--- src/design/lpst_pkg.sv ---
// shared constants, types and codes for the lazy proximal soft-threshold core
package lpst_pkg;

    localparam int FRAC_BITS  = 16;
    localparam int MAX_REPEAT = 65535;

    localparam int VALUE_W    = 32;
    localparam int SUM_W      = 48;
    localparam int REPEAT_W   = 16;
    localparam int THRESH_W   = 31;
    localparam int DECAY_W    = FRAC_BITS + 1;
    localparam int MODE_W     = 2;
    localparam int CFG_IDX_W  = 2;
    localparam int CFG_DATA_W = 32;
    localparam int CNT_W      = $clog2(MAX_REPEAT + 1);

    // magnitude after the shrink, and its product with the decay factor
    localparam int MAG_W      = VALUE_W + 1;
    localparam int PROD_W     = MAG_W + DECAY_W;
    localparam int SHIFT_W    = PROD_W - FRAC_BITS;

    localparam logic [DECAY_W-1:0] DECAY_ONE = DECAY_W'(1) << FRAC_BITS;

    localparam logic [CFG_IDX_W-1:0] CFG_MODE   = CFG_IDX_W'(0);
    localparam logic [CFG_IDX_W-1:0] CFG_THRESH = CFG_IDX_W'(1);
    localparam logic [CFG_IDX_W-1:0] CFG_DECAY  = CFG_IDX_W'(2);

    typedef enum logic [MODE_W-1:0] {
        MODE_NONE = 2'd0,
        MODE_L1   = 2'd1,
        MODE_L2   = 2'd2,
        MODE_EN   = 2'd3
    } mode_t;

    typedef enum logic [2:0] {
        ST_IDLE,
        ST_SOFT,
        ST_MUL,
        ST_FINISH,
        ST_EMIT
    } state_t;

    typedef struct packed {
        logic load;
        logic soft_en;
        logic mul_en;
        logic acc_en;
        logic out_load;
    } cmd_t;

endpackage

--- src/design/lpst_ctrl.sv ---
// step sequencer: input/output handshakes, repeat counter and datapath commands
module lpst_ctrl (
    input  logic                           clk,
    input  logic                           rst_n,
    input  logic                           in_valid,
    output logic                           in_ready,
    input  logic [lpst_pkg::REPEAT_W-1:0]  repeat_count,
    input  logic                           want_average,
    input  lpst_pkg::mode_t                mode,
    output logic                           out_valid,
    input  logic                           out_ready,
    output lpst_pkg::cmd_t                 cmd
);

    lpst_pkg::state_t            state_reg, state_next;
    logic [lpst_pkg::CNT_W-1:0]  count_reg, count_next;
    logic                        first_reg, first_next;
    logic                        avg_reg, avg_next;
    logic                        out_valid_reg, out_valid_next;
    logic [lpst_pkg::CNT_W-1:0]  count_load;
    logic                        in_xfer;
    logic                        out_free;

    assign in_xfer  = in_valid && (state_reg == lpst_pkg::ST_IDLE);
    assign out_free = !out_valid_reg || out_ready;

    always_comb
    begin
        if (mode == lpst_pkg::MODE_NONE)
        begin
            count_load = '0;
        end
        else if (32'(repeat_count) > 32'(lpst_pkg::MAX_REPEAT))
        begin
            count_load = lpst_pkg::CNT_W'(lpst_pkg::MAX_REPEAT);
        end
        else
        begin
            count_load = lpst_pkg::CNT_W'(repeat_count);
        end
    end

    // next state
    always_comb
    begin
        state_next = state_reg;
        case (state_reg)
            lpst_pkg::ST_IDLE:
            begin
                if (in_xfer)
                begin
                    state_next = (count_load == '0) ? lpst_pkg::ST_FINISH : lpst_pkg::ST_SOFT;
                end
            end
            lpst_pkg::ST_SOFT:
            begin
                state_next = lpst_pkg::ST_MUL;
            end
            lpst_pkg::ST_MUL:
            begin
                state_next = (count_reg == lpst_pkg::CNT_W'(1)) ? lpst_pkg::ST_FINISH
                                                                 : lpst_pkg::ST_SOFT;
            end
            lpst_pkg::ST_FINISH:
            begin
                state_next = lpst_pkg::ST_EMIT;
            end
            lpst_pkg::ST_EMIT:
            begin
                if (out_free)
                begin
                    state_next = lpst_pkg::ST_IDLE;
                end
            end
            default:
            begin
                state_next = lpst_pkg::ST_IDLE;
            end
        endcase
    end

    // outputs and counters
    always_comb
    begin
        cmd        = '0;
        in_ready   = 1'b0;
        count_next = count_reg;
        first_next = first_reg;
        avg_next   = avg_reg;
        case (state_reg)
            lpst_pkg::ST_IDLE:
            begin
                in_ready = 1'b1;
                if (in_xfer)
                begin
                    cmd.load   = 1'b1;
                    count_next = count_load;
                    first_next = 1'b1;
                    avg_next   = want_average;
                end
            end
            lpst_pkg::ST_SOFT:
            begin
                // fold the previous step's value into the sum while shrinking
                cmd.soft_en = 1'b1;
                cmd.acc_en  = avg_reg && !first_reg;
                first_next  = 1'b0;
            end
            lpst_pkg::ST_MUL:
            begin
                cmd.mul_en = 1'b1;
                count_next = count_reg - lpst_pkg::CNT_W'(1);
            end
            lpst_pkg::ST_FINISH:
            begin
                cmd.acc_en = avg_reg && !first_reg;
            end
            lpst_pkg::ST_EMIT:
            begin
                cmd.out_load = out_free;
            end
            default:
            begin
                cmd = '0;
            end
        endcase
    end

    always_comb
    begin
        out_valid_next = out_valid_reg;
        if (cmd.out_load)
        begin
            out_valid_next = 1'b1;
        end
        else if (out_ready)
        begin
            out_valid_next = 1'b0;
        end
    end

    assign out_valid = out_valid_reg;

    always_ff @(posedge clk or negedge rst_n)
    begin
        if (!rst_n)
        begin
            state_reg     <= lpst_pkg::ST_IDLE;
            count_reg     <= '0;
            first_reg     <= 1'b1;
            avg_reg       <= 1'b0;
            out_valid_reg <= 1'b0;
        end
        else
        begin
            state_reg     <= state_next;
            count_reg     <= count_next;
            first_reg     <= first_next;
            avg_reg       <= avg_next;
            out_valid_reg <= out_valid_next;
        end
    end

endmodule

--- src/design/lpst_dp.sv ---
// datapath: soft threshold, decay multiply, saturating running sum, output register
module lpst_dp (
    input  logic                                  clk,
    input  lpst_pkg::cmd_t                        cmd,
    input  lpst_pkg::mode_t                       mode,
    input  logic [lpst_pkg::THRESH_W-1:0]         shrink_threshold,
    input  logic [lpst_pkg::DECAY_W-1:0]          decay_factor,
    input  logic signed [lpst_pkg::VALUE_W-1:0]   value_in,
    input  logic signed [lpst_pkg::VALUE_W-1:0]   add_term,
    output logic signed [lpst_pkg::VALUE_W-1:0]   value_out,
    output logic signed [lpst_pkg::SUM_W-1:0]     average_sum
);

    localparam int S_W = lpst_pkg::VALUE_W + 2;

    logic signed [lpst_pkg::VALUE_W-1:0] x_reg, x_next;
    logic signed [lpst_pkg::VALUE_W-1:0] c_reg;
    logic signed [lpst_pkg::SUM_W-1:0]   sum_reg, sum_next;
    logic [lpst_pkg::MAG_W-1:0]          mag_reg, mag_next;
    logic                                neg_reg, neg_next;
    logic signed [lpst_pkg::VALUE_W-1:0] value_out_reg;
    logic signed [lpst_pkg::SUM_W-1:0]   average_sum_reg;

    logic [lpst_pkg::THRESH_W-1:0] p_eff;
    logic [lpst_pkg::DECAY_W-1:0]  q_eff;
    logic signed [S_W-1:0]         s_val, p_pos, p_neg, s_lo, s_hi;
    logic [lpst_pkg::PROD_W-1:0]   prod;
    logic [lpst_pkg::SHIFT_W-1:0]  shifted;
    logic signed [lpst_pkg::SUM_W:0] sum_wide;

    // L2 drops the threshold, L1 and any factor above one use a unit decay
    always_comb
    begin
        p_eff = (mode == lpst_pkg::MODE_L2) ? '0 : shrink_threshold;
        if (mode == lpst_pkg::MODE_L1 || decay_factor > lpst_pkg::DECAY_ONE)
        begin
            q_eff = lpst_pkg::DECAY_ONE;
        end
        else
        begin
            q_eff = decay_factor;
        end
    end

    // soft threshold on x + c, kept as sign and magnitude
    always_comb
    begin
        s_val = S_W'(x_reg) + S_W'(c_reg);
        p_pos = S_W'({1'b0, p_eff});
        p_neg = -p_pos;
        s_hi  = s_val - p_pos;
        s_lo  = s_val + p_pos;
        if (s_val > p_pos)
        begin
            mag_next = s_hi[lpst_pkg::MAG_W-1:0];
            neg_next = 1'b0;
        end
        else if (s_val < p_neg)
        begin
            s_lo     = -s_lo;
            mag_next = s_lo[lpst_pkg::MAG_W-1:0];
            neg_next = 1'b1;
        end
        else
        begin
            mag_next = '0;
            neg_next = 1'b0;
        end
    end

    // magnitude times decay, cut toward zero, sign restored, saturated
    always_comb
    begin
        prod    = lpst_pkg::PROD_W'(mag_reg) * lpst_pkg::PROD_W'(q_eff);
        shifted = prod[lpst_pkg::PROD_W-1:lpst_pkg::FRAC_BITS];
        x_next  = x_reg;
        if (cmd.load)
        begin
            x_next = value_in;
        end
        else if (cmd.mul_en)
        begin
            if (!neg_reg)
            begin
                if (shifted > lpst_pkg::SHIFT_W'({1'b0, {(lpst_pkg::VALUE_W-1){1'b1}}}))
                begin
                    x_next = {1'b0, {(lpst_pkg::VALUE_W-1){1'b1}}};
                end
                else
                begin
                    x_next = shifted[lpst_pkg::VALUE_W-1:0];
                end
            end
            else
            begin
                if (shifted > lpst_pkg::SHIFT_W'({1'b1, {(lpst_pkg::VALUE_W-1){1'b0}}}))
                begin
                    x_next = {1'b1, {(lpst_pkg::VALUE_W-1){1'b0}}};
                end
                else
                begin
                    x_next = -shifted[lpst_pkg::VALUE_W-1:0];
                end
            end
        end
    end

    // running sum with saturation to the signed sum range
    always_comb
    begin
        sum_wide = {sum_reg[lpst_pkg::SUM_W-1], sum_reg}
                 + {{(lpst_pkg::SUM_W+1-lpst_pkg::VALUE_W){x_reg[lpst_pkg::VALUE_W-1]}}, x_reg};
        sum_next = sum_reg;
        if (cmd.load)
        begin
            sum_next = '0;
        end
        else if (cmd.acc_en)
        begin
            if (sum_wide[lpst_pkg::SUM_W] != sum_wide[lpst_pkg::SUM_W-1])
            begin
                sum_next = sum_wide[lpst_pkg::SUM_W]
                         ? {1'b1, {(lpst_pkg::SUM_W-1){1'b0}}}
                         : {1'b0, {(lpst_pkg::SUM_W-1){1'b1}}};
            end
            else
            begin
                sum_next = sum_wide[lpst_pkg::SUM_W-1:0];
            end
        end
    end

    always_ff @(posedge clk)
    begin
        x_reg   <= x_next;
        sum_reg <= sum_next;
        if (cmd.load)
        begin
            c_reg <= add_term;
        end
        if (cmd.soft_en)
        begin
            mag_reg <= mag_next;
            neg_reg <= neg_next;
        end
        if (cmd.out_load)
        begin
            value_out_reg   <= x_reg;
            average_sum_reg <= sum_reg;
        end
    end

    assign value_out   = value_out_reg;
    assign average_sum = average_sum_reg;

endmodule

--- src/design/lazy_proximal_soft_threshold_core.sv ---
// top level: configuration registers, step sequencer and arithmetic datapath
//
// Applies repeat_count times the rule x = decay * soft(x + add_term, threshold) to one
// Q16.16 coordinate and returns the final value and, when want_average is set, the
// saturated sum of the value after every step. Each step runs through one shared
// shrink-and-multiply unit, first in the shrink state and then in the multiply state; the
// number of steps is the repeat count, capped at MAX_REPEAT, and zero when the mode is
// none. A finish state folds the last value into the sum before the result is offered.
// One item is in work at a time; the next input transfer is taken as soon as the result
// sits in the output register, even if it is not yet taken. Configuration writes go
// through cfg_valid/cfg_ready (always ready) and are to be made only while no item is
// in work.
module lazy_proximal_soft_threshold_core (
    input  logic                                  clk,
    input  logic                                  rst_n,
    input  logic                                  cfg_valid,
    output logic                                  cfg_ready,
    input  logic [lpst_pkg::CFG_IDX_W-1:0]        cfg_index,
    input  logic [lpst_pkg::CFG_DATA_W-1:0]       cfg_data,
    input  logic                                  in_valid,
    output logic                                  in_ready,
    input  logic signed [lpst_pkg::VALUE_W-1:0]   value_in,
    input  logic signed [lpst_pkg::VALUE_W-1:0]   add_term,
    input  logic [lpst_pkg::REPEAT_W-1:0]         repeat_count,
    input  logic                                  want_average,
    output logic                                  out_valid,
    input  logic                                  out_ready,
    output logic signed [lpst_pkg::VALUE_W-1:0]   value_out,
    output logic signed [lpst_pkg::SUM_W-1:0]     average_sum
);

    lpst_pkg::mode_t                mode_reg, mode_next;
    logic [lpst_pkg::THRESH_W-1:0]  thresh_reg, thresh_next;
    logic [lpst_pkg::DECAY_W-1:0]   decay_reg, decay_next;
    lpst_pkg::cmd_t                 cmd;

    assign cfg_ready = 1'b1;

    always_comb
    begin
        mode_next   = mode_reg;
        thresh_next = thresh_reg;
        decay_next  = decay_reg;
        if (cfg_valid)
        begin
            case (cfg_index)
                lpst_pkg::CFG_MODE:
                begin
                    mode_next = lpst_pkg::mode_t'(cfg_data[lpst_pkg::MODE_W-1:0]);
                end
                lpst_pkg::CFG_THRESH:
                begin
                    thresh_next = cfg_data[lpst_pkg::THRESH_W-1:0];
                end
                lpst_pkg::CFG_DECAY:
                begin
                    decay_next = cfg_data[lpst_pkg::DECAY_W-1:0];
                end
                default:
                begin
                    // unknown register index: write dropped
                    mode_next = mode_reg;
                end
            endcase
        end
    end

    always_ff @(posedge clk or negedge rst_n)
    begin
        if (!rst_n)
        begin
            mode_reg   <= lpst_pkg::MODE_NONE;
            thresh_reg <= '0;
            decay_reg  <= lpst_pkg::DECAY_ONE;
        end
        else
        begin
            mode_reg   <= mode_next;
            thresh_reg <= thresh_next;
            decay_reg  <= decay_next;
        end
    end

    lpst_ctrl u_ctrl (
        .clk          (clk),
        .rst_n        (rst_n),
        .in_valid     (in_valid),
        .in_ready     (in_ready),
        .repeat_count (repeat_count),
        .want_average (want_average),
        .mode         (mode_reg),
        .out_valid    (out_valid),
        .out_ready    (out_ready),
        .cmd          (cmd)
    );

    lpst_dp u_dp (
        .clk              (clk),
        .cmd              (cmd),
        .mode             (mode_reg),
        .shrink_threshold (thresh_reg),
        .decay_factor     (decay_reg),
        .value_in         (value_in),
        .add_term         (add_term),
        .value_out        (value_out),
        .average_sum      (average_sum)
    );

endmodule
--- config.mk ---
export PLATFORM = sky130hd
export DESIGN_NAME = lazy_proximal_soft_threshold_core
export DESIGN_NICKNAME = d
export VERILOG_FILES = /design/src/design/lpst_pkg.sv /design/src/design/lpst_ctrl.sv /design/src/design/lpst_dp.sv /design/src/design/lazy_proximal_soft_threshold_core.sv
export SDC_FILE = /design/constraint.sdc
export NUM_CORES = 2
export LEC_CHECK = 0
export ABC_AREA = 1
export BUFFER_PORTS_ARGS = -buffer_cell sky130_fd_sc_hd__clkbuf_2
export CAP_MARGIN = 20
export CORE_MARGIN = 3
export CORE_UTILIZATION = 25
export CTS_BUF_LIST = sky130_fd_sc_hd__clkbuf_8
export DETAILED_ROUTE_END_ITERATION = 7
export SYNTH_ARGS = -nofsm -noshare
export SYNTH_HDL_FRONTEND = slang
export SYNTH_SLANG_ARGS = --single-unit
--- constraint.sdc ---
create_clock -name clk -period 8.6 [get_ports clk]
set_clock_uncertainty 0.05 [all_clocks]
set_input_delay 0.43 -clock clk [delete_from_list [all_inputs] [get_ports clk]]
set_output_delay 0.43 -clock clk [all_outputs]
set_load 0.05 [all_outputs]
==> results.sh <==
export IMPL_synthToLayoutAreaGrowth_pct=14.9
export IMPL_reg2reg_to="u_dp.x_reg[23]$_DFFE_PP_"
export IMPL_max_clock_path_buffers=3
export IMPL_yosys_warnings=0
export IMPL_synth_compound_area_share_pct=9.81
export IMPL_die_area_um2=171000
export IMPL_period_minus_slack_ps=8150
export IMPL_synth_top_family_by_area="adder cells"
export IMPL_gp_congestion=0.958
export IMPL_startpoint="mode_reg[1]$_DFFE_PN0P_"
export IMPL_slowest_delay_ps=600
export IMPL_layout_nets=6667
export IMPL_synth_mux_area_share_pct=0.381
export IMPL_firstDrtPassIters=6
export IMPL_dpl_instance_area_um2=45400
export IMPL_final_area_um2=47600
export IMPL_synthAdderAreaFrac_pct=32.6
export IMPL_synth_edf_count=178
export IMPL_r2r_start="mode_reg[1]$_DFFE_PN0P_"
export IMPL_hold_violations=0
export IMPL_synth_seq_area_share_pct=19.6
export IMPL_ys_seq_elements=298
export IMPL_port_buffers=200
export IMPL_grt_overflow=0
export IMPL_pin_count=203
export IMPL_endpoint="u_dp.x_reg[23]$_DFFE_PP_"
export IMPL_reg2reg_slack_ps=450
export IMPL_synthesis_nets=6370
export IMPL_grt_pass1_wl_mm=220
export IMPL_slew_viol_final=0
export IMPL_routedWlPerCell_um=17.6
export IMPL_outcome="finished, final reports clean"
export IMPL_drc=0
export IMPL_final_util_pct=29.1
export IMPL_setup_viol=0
export IMPL_yosys_area_share_xor_xnor_pct=3.89
export IMPL_cts_root_buffer="clkbuf_8"
export IMPL_drt_iter0_drc=2881
export IMPL_avgViaCountPerCell=4.64
export IMPL_worstPathRequired_ps=8920
export IMPL_clock_fmax_mhz=123
export IMPL_hpwl_mm=117
export IMPL_cp_end_kind="flop"
export IMPL_insertion_delay_ps=670
export IMPL_grt_max_degree=66
export IMPL_crit_type="flop to flop"
export IMPL_h_tree_depth=2
export IMPL_synthCells=5449
export IMPL_numClockSinks=298
export IMPL_max_slew_margin_pct=31.7
export IMPL_numCtsBuffers=48
export IMPL_syn_area_um2=41400
export IMPL_core_area_um2=164000
export IMPL_rows=148
export IMPL_die_h_um=413
export IMPL_slowest_stage="fa_1"
export IMPL_regArea_um2=8110
export IMPL_wl_mm=140
export IMPL_antenna_found_initial=8
export IMPL_synth_cell_types=71
export IMPL_startpoint_type="flop"
export IMPL_hold_class="input pin to flop"
export IMPL_grt_pass1_vias=37821
export IMPL_die_x_um=413
export IMPL_grt_total_usage_pct=16.5
export IMPL_critPathMaxFanout=12
export IMPL_worst_pin_slew_ps=1020
export IMPL_vias=36994
export IMPL_postRouteAntennaNets=0
export IMPL_n_fill_cell=17856
export IMPL_multi_input_area_um2=28600
export IMPL_maxCapViolations=0
export IMPL_cts_tree="done"
export IMPL_timing_final_crit_share_pct=94.7
export IMPL_avgSynthCellArea_um2=7.60
export IMPL_fin_hold_ws_ps=43.3
export IMPL_drive_above_1_share_pct=9.92
export IMPL_r2r_cells=37
export IMPL_synthSimpleGateAreaFrac_pct=22.0
export IMPL_floorplan_initialDensity_pct=25.3
export IMPL_ys_flop_type="edfxtp_1"
export IMPL_clk_pin_slew_ps=70
export IMPL_async_flop_share_pct=24.2
export IMPL_crit_arrival_ps=8470
## what timing repair did
| item | in CTS | in global routing |
|---|---|---|
| resized for setup | 0 | 35 |
| hold buffers | 88 | 0 |
| hold endpoints to repair | 122 | 0 |
| buffers inserted | 0 | 2 |
| setup endpoints to repair | 0 | 32 |
## per-stage QoR
step	setup TNS, ps	std cells	worst slack [ps]
after CTS	0	7955	273
after global routing	-37.9	7963	-15.2
final	0	7966	452
after detailed placement	0	7777	323
after floorplan	0	5449	1050
after global placement	0	7777	224
## cells by family (layout without fill, tap and decap cells)
family | Yosys count | in the layout
multiplexers | 14 | 14
buffers and inverters | 1263 | 1600
AO/OA/AOI/OAI | 722 | 722
AND/OR/NAND/NOR | 2169 | 2169
adder cells (fa/ha/maj) | 801 | 801
other | 1 | 6
flip-flops | 298 | 298
XOR/XNOR | 181 | 181
## final cells by class
type / instances / share of cell area (%)
antenna: 5 / 0.0263
clock buffer: 52 / 1.50
clock inverter: 38 / 0.854
inverter: 1128 / 8.90
multi-input combinational: 3888 / 60.1
sequential: 298 / 17.0
tap: 2175 / 5.72
timing repair buffer: 382 / 5.88
## layer usage
layer / GRT usage, % / part of all wire, % / vias up
met5: 0 / 0.039 / -
met4: 5.97 / 4.1 / 8
met1: 21.2 / 42 / 17988
met3: 2.16 / 6.2 / 243
li1: - / - / 17542
met2: 28.2 / 48 / 1213
## cell usage in the layout, fill, tap and decap left out, drive strengths merged, types with 38 or more instances in the layout
| cell | n |
|---|---|
| nand2 | 1334 |
| inv | 1128 |
| nor2 | 521 |
| fa | 466 |
| ha | 335 |
| a21oi | 291 |
| o21ai | 283 |
| clkbuf | 252 |
| nand3 | 180 |
| edfxtp | 178 |
| xor2 | 131 |
| buf | 94 |
| dlygate4sd3 | 88 |
| dfrtp | 70 |
| nand4 | 53 |
| xnor2 | 50 |
| dfxtp | 48 |
| a31oi | 38 |
## synth_stat cells (32+ instances only)
library cell | n | area share (%)
nand2_1 | 1291 | 12
inv_1 | 1092 | 9.9
nor2_1 | 479 | 4.3
fa_1 | 466 | 23
ha_1 | 335 | 10
a21oi_1 | 288 | 3.5
o21ai_0 | 218 | 2.6
edfxtp_1 | 178 | 13
nand3_1 | 174 | 2.1
xor2_1 | 129 | 2.7
clkbuf_1 | 106 | 0.96
dfrtp_1 | 70 | 4.2
nand4_1 | 50 | 0.76
xnor2_1 | 50 | 1.1
dfxtp_1 | 48 | 2.3
o21ai_1 | 45 | 0.54
nand2_2 | 39 | 0.59
a31oi_1 | 38 | 0.57
nor3_1 | 32 | 0.39
## worst min path at each step
stage / startpoint / to / slack [ps] / cells after the start
floorplan: rst_n / decay_reg[0]$_DFFE_PN0P_ / 80 / 0
global placement: rst_n / u_ctrl.count_reg[6]$_DFFE_PN0P_ / 320 / 1
detailed placement: rst_n / u_ctrl.count_reg[6]$_DFFE_PN0P_ / 320 / 1
CTS: value_in[14] / u_dp.x_reg[14]$_DFFE_PP_ / 0.09 / 3
global route: value_in[23] / u_dp.x_reg[23]$_DFFE_PP_ / 40 / 3
finish: value_in[14] / u_dp.x_reg[14]$_DFFE_PP_ / 40 / 3
## worst max-delay path, delay by kind of cell, from the launching register on
kind	cells	cell delay (ps)
buffers and inverters	11	1250
adder cells (fa/ha/maj)	7	3610
XOR/XNOR	1	200
AND/OR/NAND/NOR	16	2050
flip-flops	1	420
AO/OA/AOI/OAI	2	260
Power is left out: the tool's default activity adds up to more than one toggle a clock period on the data nets, which glitch-free logic cannot reach.
